### config.mk
export PLATFORM = sky130hd
export DESIGN_NAME = gbs_cell
export DESIGN_NICKNAME = d
export VERILOG_FILES = /design/src/rtl/gbs_pkg.sv /design/src/rtl/gbs_cell.sv
export SDC_FILE = /design/constraint.sdc
export NUM_CORES = 2
export LEC_CHECK = 0
export BUFFER_PORTS_ARGS = -buffer_cell sky130_fd_sc_hd__buf_2
export CAP_MARGIN = 10
export CORE_MARGIN = 4
export CORE_UTILIZATION = 54
export CTS_CLUSTER_DIAMETER = 100
export DETAILED_ROUTE_END_ITERATION = 10
export PLACE_DENSITY = 0.79
export SLEW_MARGIN = 20
export SYNTH_ARGS = -nofsm -noshare
export SYNTH_HDL_FRONTEND = slang
export SYNTH_SLANG_ARGS = --single-unit
### constraint.sdc
create_clock -name clock -period 13.4 [get_ports clock]
set_clock_uncertainty 0.05 [all_clocks]
set_input_delay 2.68 -clock clock [delete_from_list [all_inputs] [get_ports clock]]
set_output_delay 2.68 -clock clock [all_outputs]
set_load 0.03 [all_outputs]
### src/rtl/gbs_pkg.sv
package gbs_pkg;

   // Default sizes of the retained table and of a coordinate.
   localparam int MAX_KEPT_DEF    = 64;
   localparam int COORD_WIDTH_DEF = 16;

   // Fixed field widths.
   localparam int DIM_W  = 15;              // box width and height
   localparam int AREA_W = 2 * DIM_W;       // width * height
   localparam int SUM_W  = AREA_W + 1;      // sum of two areas
   localparam int THR_W  = 8;               // overlap-over-union limit
   localparam int SLOT_W = 6;               // reported slot number
   localparam int RSP_W  = 8;               // result tdata width

   localparam logic [THR_W-1:0] THR_RESET = 8'd115;

   // Sequencer states.
   typedef enum logic [2:0] {
      ST_IDLE = 3'b001,
      ST_RUN  = 3'b010,
      ST_DONE = 3'b100
   } gbs_state_type;

   // Data handed from one cell to the next. The box front is marked by act;
   // the later phases trail it by one, two and three cells.
   typedef struct packed {
      logic              act;
      logic              b_live;
      logic [DIM_W-1:0]  b_iw;
      logic [DIM_W-1:0]  b_ih;
      logic [AREA_W-1:0] b_karea;
      logic              c_live;
      logic [AREA_W-1:0] c_inter;
      logic [SUM_W-1:0]  c_sum;
      logic              d_live;
      logic [AREA_W-1:0] d_inter;
      logic [SUM_W-1:0]  d_uni;
      logic              sup;
   } gbs_link_type;

endpackage

### src/rtl/gbs_cell.sv
module gbs_cell import gbs_pkg::*; #(
   parameter int COORD_WIDTH = COORD_WIDTH_DEF,
   parameter int MAX_KEPT    = MAX_KEPT_DEF,
   parameter int INDEX       = 0
) (
   input  logic                          clock,
   input  logic                          reset,
   input  logic [$clog2(MAX_KEPT+1)-1:0] kept_count,
   input  logic [THR_W-1:0]              thr,
   input  logic signed [COORD_WIDTH-1:0] box_left,
   input  logic signed [COORD_WIDTH-1:0] box_top,
   input  logic [DIM_W-1:0]              box_width,
   input  logic [DIM_W-1:0]              box_height,
   input  logic [AREA_W-1:0]             box_area,
   input  logic                          wr_en,
   input  logic [((MAX_KEPT > 1) ? $clog2(MAX_KEPT) : 1)-1:0] wr_slot,
   input  gbs_link_type                  up_link,
   output gbs_link_type                  down_link
);

   localparam int SPAN_W = ((COORD_WIDTH > DIM_W) ? COORD_WIDTH : DIM_W + 1) + 1;
   localparam int PROD_W = THR_W + SUM_W;

   // Overlap length on one axis, zero when the spans only touch or miss.
   function automatic logic [DIM_W-1:0] span_overlap(
      input logic signed [COORD_WIDTH-1:0] a0,
      input logic [DIM_W-1:0]              aw,
      input logic signed [COORD_WIDTH-1:0] b0,
      input logic [DIM_W-1:0]              bw
   );
      logic signed [SPAN_W-1:0] a_lo, a_hi, b_lo, b_hi, lo, hi, d;
      a_lo = SPAN_W'(a0);
      b_lo = SPAN_W'(b0);
      a_hi = a_lo + $signed(SPAN_W'(aw));
      b_hi = b_lo + $signed(SPAN_W'(bw));
      lo   = (a_lo > b_lo) ? a_lo : b_lo;
      hi   = (a_hi < b_hi) ? a_hi : b_hi;
      d    = hi - lo;
      return (d > 0) ? DIM_W'(d) : '0;
   endfunction

   logic signed [COORD_WIDTH-1:0] ent_left_ff;
   logic signed [COORD_WIDTH-1:0] ent_top_ff;
   logic [DIM_W-1:0]              ent_width_ff;
   logic [DIM_W-1:0]              ent_height_ff;
   logic [AREA_W-1:0]             ent_area_ff;
   gbs_link_type                  link_in;
   gbs_link_type                  link_ff;
   logic                          live;
   logic [PROD_W-1:0]             prod;
   logic [PROD_W-1:0]             scaled;
   logic                          hit;

   // The stored entry takes part only while it lies below the fill count.
   assign live = up_link.act && (32'(kept_count) > INDEX);

   // Final test for the entry three cells back.
   assign prod   = PROD_W'(thr) * PROD_W'(up_link.d_uni);
   assign scaled = PROD_W'({up_link.d_inter, {THR_W{1'b0}}});
   assign hit    = up_link.d_live && (scaled > prod);

   // Spans for this entry, intersection and union for the ones behind.
   always_comb begin
      link_in         = up_link;
      link_in.b_live  = live;
      link_in.b_iw    = span_overlap(box_left, box_width, ent_left_ff, ent_width_ff);
      link_in.b_ih    = span_overlap(box_top, box_height, ent_top_ff, ent_height_ff);
      link_in.b_karea = ent_area_ff;
      link_in.c_live  = up_link.b_live;
      link_in.c_inter = AREA_W'(AREA_W'(up_link.b_iw) * AREA_W'(up_link.b_ih));
      link_in.c_sum   = SUM_W'(box_area) + SUM_W'(up_link.b_karea);
      link_in.d_live  = up_link.c_live;
      link_in.d_inter = up_link.c_inter;
      link_in.d_uni   = up_link.c_sum - SUM_W'(up_link.c_inter);
      link_in.sup     = up_link.sup | hit;
   end

   always_ff @(posedge clock) begin
      if (reset) begin
         link_ff <= '0;
      end else begin
         link_ff <= link_in;
      end
   end

   // A retained box is written into the cell whose slot it was given.
   always_ff @(posedge clock) begin
      if (wr_en && (32'(wr_slot) == INDEX)) begin
         ent_left_ff   <= box_left;
         ent_top_ff    <= box_top;
         ent_width_ff  <= box_width;
         ent_height_ff <= box_height;
         ent_area_ff   <= box_area;
      end
   end

   assign down_link = link_ff;

endmodule

======== After elaboration in Yosys (flattened, before gate mapping) ========
Index checks and enable logic that the tools add are counted.
operators by class
  $add $sub $neg .......................... 8
  multiply operators ...................... 2
  divide/modulo/power cells ............... 0
  $lt $le $gt $ge ......................... 8
  equal/unequal tests ..................... 0
  shift operators ......................... 0
  muxes and demuxes ....................... 4
  bitwise gates (word level) .............. 3
  reductions and logical operators ........ 6
operators with widths
  cell                   count
  $add A16 B16 Y17       4
  $mux W17               4
  $gt A38 B39 Y1         1
  $mul A8 B31 Y39        1
  $gt A17 B1 Y1 const B  2
  $lt A17 B17 Y1         2
  $sub A17 B17 Y17       2
  $gt A16 B16 Y1         2
  $add A30 B30 Y31       1
  $sub A31 B30 Y31       1
  $mul A15 B15 Y30       1
  $gt A7 B1 Y1 const B   1
  $logic_not A6 Y1       1
  $reduce_or A2 Y1       2
  $logic_and A1 B1 Y1    3
  $not A1 Y1             2
  $or A1 B1 Y1           1
storage, ports and cells
  bits in registers ....................... 279
  bits in latches ......................... 0
  bits in writable memories ............... 0
  memory bits (read-only) ................. 0
  input port bits ......................... 303
  output and inout port bits .............. 187
  word-level logic and storage cells ...... 48
  memories kept ........................... 0

======== Longest topological paths before layout ========
  depth after elaboration ................. 7
  mapped depth ............................ 33
  depth with buffers taken out ............ 31

======== Least setup slack after synthesis ========
No wires, ideal clock.
  path kind ............................... input to register
  from .................................... input wr_slot[2] (netlist bit)
  to ...................................... register ent_area_ff[0], enable pin
  library setup time ...................... 0.779 ns
  data arrival time ....................... 12.032 ns
  required time ........................... 12.571 ns
  slack ................................... 0.539 ns
  stages on the path ...................... 2
  path buffers ............................ 0
  path through ............................ or4b_2 -> nor4_1
on the way
  longest elaborated chain between the ends .. 2
ends and longest elaborated chain
  element               line            text
  start, declared       gbs_cell.sv:16  input logic [((MAX_KEPT > 1) ? $clog2(MAX_KEPT) : 1)-1:0] wr_slot,
  $logic_not A6 Y1      gbs_cell.sv:88  if (wr_en && (32'(wr_slot) == INDEX)) begin
  $logic_and A1 B1 Y1   gbs_cell.sv:88
  end signal, assigned  gbs_cell.sv:93  ent_area_ff <= box_area;
  end, declared         gbs_cell.sv:46  logic [AREA_W-1:0] ent_area_ff;
Every way passes these cells.
A chain may end at the register's enable or synchronous reset.

======== Worst setup path in the final report ========
  from .................................... input box_top[1]
  to ...................................... register link_ff, in the netlist down_link[160]
on the way
  longest elaborated chain between the ends .. 7
  elaborated cells on any way between the ends .. 9
  those cells by class .................... add/sub: 2; order compare: 3; mux: 2; bitwise: 1; reduce/logical: 1
ends and longest elaborated chain
  element                            line            text
  start, declared                    gbs_cell.sv:11  input logic signed [COORD_WIDTH-1:0] box_top,
  $add A16 B16 Y17                   gbs_cell.sv:34  a_hi = a_lo + $signed(SPAN_W'(aw));
  $lt A17 B17 Y1                     gbs_cell.sv:37  hi = (a_hi < b_hi) ? a_hi : b_hi;
  $mux W17                           gbs_cell.sv:37
  $sub A17 B17 Y17 *                 gbs_cell.sv:38  d = hi - lo;
  $gt A17 B1 Y1                      gbs_cell.sv:39  return (d > 0) ? DIM_W'(d) : '0;
  $not A1 Y1 (no source line)        -
  $reduce_or A2 Y1 (no source line)  -
  end signal, assigned               gbs_cell.sv:82  link_ff <= link_in;
  end, declared                      gbs_cell.sv:48  gbs_link_type link_ff;
Every way passes the cells marked *; elsewhere a longest branch is shown, timed or not.

==> metrics <==
# rows=88; CTS max path bufs=3; power per cell area=185 mW/mm²; final RePlAce weighted congestion=0.947; vias after detailed routing=26400; Hold Startpoint=ent_area_ff[23]$_DFFE_PP_; Final min period=9.23 ns; delay of the slowest critical-path stage=0.72 ns; Crit. End Element=flop; Fin. Hold Viols=0; chip width=251 µm; postcts setup bufs=0; total CTS buffers=36; CP Buf/Inv Count=2; Tot Pwr=6710 µW; depth of the CTS H-tree=2; Layout Cell Area excl Fill=0.0363 mm²; Area after DPL=0.0351 mm²; crit path launch type=input pin; share of cells above drive strength 1=0.153; Final setup viols=0; Max FO, Critical Path=17; Worst R2R Start=ent_top_ff[0]$_DFFE_PP_; worst relative slew slack=0.267; outcome=complete, no violations; DR WL/cell=18.7 µm; Worst EP arrival=9.58 ns; I/O Pins=490; largest net degree at the start of global routing=82; GR Overflow Total=0; YS warnings=0; r2r endpoint=down_link[160]$_SDFF_PP0_; final wirelength=88100 µm; drt via density=5.60; root buffer cell=clkbuf_16; met1 usage=0.360; Yosys cell types=69; Die Y=251 µm; hold_buf cts=0; R2R setup slack=5.87 ns; DRC violations left=0; Area growth, synth to finish=13.8%; Worst Max-Slew Pin Slew=1.09 ns; fmax=0.108 GHz; ys async rst share=0; vias in the first global route=27200; mapped cell area=0.0319 mm²; Post-synth top flop=dfxtp_1; Antenna Nets Post-Route=0; first-pass GRT wire length=142000 µm; Nets=4964; GR Util met2=0.461; Port Buffers=489; clock-pin slew on the worst setup and hold paths=0.06 ns; Min-Delay Path Depth=1; Hold Path End=down_link[148]$_SDFF_PP0_; Mapped Cells=3464; sequential area share after synthesis=0.204; most numerous cell on the critical path=o21ai_0; layer with the highest usage=met2; max-cap violation count=0; clk_lat worst skew=0.55 ns; Crit Path Category=input pin to flop; hpwl dp=71500 µm; Slowest-stage cell, CP=a2111oi_0; initial DRC count=1647; Peak VDD IR=236 µV; Mapped Avg Cell Area=9.21 µm²; post-cts resize count=0; FF+latch count, synth=279; total clock sinks=279; RSZ-0062 raised after global routing=false; Leak=0.0182 µW; Final Max Slew Viols=0; DIE AREA=0.0630 mm²; Pre-Repair DR Iteration Count=5; CTS tree=done; initial antenna violation count=13; syn_nets=4515; met3 Usage GRT=0.0572; CP delay by family, top=compound AO/OA/AOI/OAI gates; WP data required=13.75 ns; GRT Total Usage=0.277; setup TNS=0 ns; EDFF count, synth=92; effective utilization at floorplan=0.550; worst-case reg-to-reg path depth=27; final worst-path cycle share=0.689; worst hold path class=flop to flop; CORE AREA=0.0580 mm²
-- cells in the final DEF (no fill, tap or decap), types with 7 or more instances in the layout --
cell type	netlist	routed
buf_2	3	488
dfxtp_1	187	187
a21oi_1	175	175
o31ai_1	9	9
nand4_1	22	22
a21boi_0	8	8
nor3_1	59	59
mux2i_1	45	44
nand2_1	266	266
nand3_1	27	27
edfxtp_1	92	92
a31oi_1	17	17
buf_4	0	9
and2_1	288	288
nor2_1	186	186
and3_1	19	19
clkbuf_16	0	39
o21ai_0	120	120
nor2b_1	83	83
xnor2_1	95	93
diode_2	0	10
o21bai_1	20	20
nand2b_1	42	42
fa_1	349	349
ha_1	399	399
or2_2	7	7
inv_1	490	490
a211oi_1	32	32
xor2_1	69	69
mux2_2	20	20
a2111oi_0	8	7
nor4_1	14	13
a21o_1	84	84
o211ai_1	14	14
o21a_1	41	41
-- metrics by stage --
step | hold slack (ns) | instances | worst slack [ns] | utilization
after floorplan | 0.379 | 3464 | 0.539 | -
after global placement | 0.382 | 4640 | 3.44 | 0.604
after detailed placement | 0.389 | 4640 | 3.72 | 0.604
after CTS | 0.392 | 4705 | 4.27 | 0.625
after global routing | 0.419 | 4710 | 3.62 | 0.625
final | 0.397 | 4715 | 4.17 | 0.626
-- state kept, by name (all words and copies together) (netlist names) --
signal	count
ent_area_ff	30
ent_height_ff	15
ent_width_ff	15
ent_top_ff	16
down_link	187
ent_left_ff	16
-- how the worst max path moves through the flow --
stage	cells after the start	endpoint	from	slack, ns
2_1_floorplan	2	ent_area_ff[0]$_DFFE_PP_	wr_slot[2]	0.54
3_3_place_gp	26	down_link[158]$_SDFF_PP0_	box_top[1]	3.44
3_5_place_dp	26	down_link[160]$_SDFF_PP0_	box_top[1]	3.72
4_1_cts	26	down_link[166]$_SDFF_PP0_	box_top[1]	4.27
5_1_grt	26	down_link[169]$_SDFF_PP0_	box_top[1]	3.62
6_report	26	down_link[160]$_SDFF_PP0_	box_top[1]	4.17
-- final cells by class --
type,count,area [µm²]
fillers,4830,21700
repair buffers,498,2520
clock inverters,15,128
inverters,491,1840
clock buffers,50,1080
multi-input cells,2607,23200
well taps,765,957
diodes,10,25.0
flip-flops and latches,279,6510
-- layer usage --
| metal | vias to the layer above | wire (µm) |
|---|---|---|
| met5 | - | 31 |
| met4 | 6 | 3120 |
| met3 | 190 | 7580 |
| met2 | 1043 | 41600 |
| met1 | 12700 | 35800 |
| li1 | 12400 | - |
-- cell families (layout without fill, tap and decap cells) --
kind of cell	count (synthesis)	after routing	synth area share
AO/OA/AOI/OAI	590	590	0.119
XOR/XNOR	164	164	0.0450
adder cells (fa/ha/maj)	748	748	0.376
buffers and inverters	578	1054	0.0682
flip-flops	279	279	0.204
multiplexers	65	65	0.0212
other	0	10	0
AND/OR/NAND/NOR	1040	1040	0.167
-- report_power, final --
part           total [µW]  internal (µW)  switching, µW
Combinational        4700           1960           2740
Clock                 988            585            402
Sequential           1020            983           40.5
-- cell usage after synthesis (all sizes together), types with 22 or more instances --
library cell	count	share of area
nor3	59	0.0093
and2	288	0.056
o21ai	120	0.019
a21o	84	0.020
nand4	22	0.0043
o21a	41	0.0097
edfxtp	92	0.087
xor2	69	0.019
nor2	186	0.022
xnor2	95	0.026
clkbuf	75	0.0088
nand2b	42	0.0082
nand2	266	0.031
ha	399	0.16
dfxtp	187	0.12
fa	349	0.22
a21oi	175	0.027
mux2i	45	0.014
nand3	27	0.0042
a211oi	33	0.0082
nor2b	83	0.016
inv	490	0.058
(Power assumes the default switching activity.)
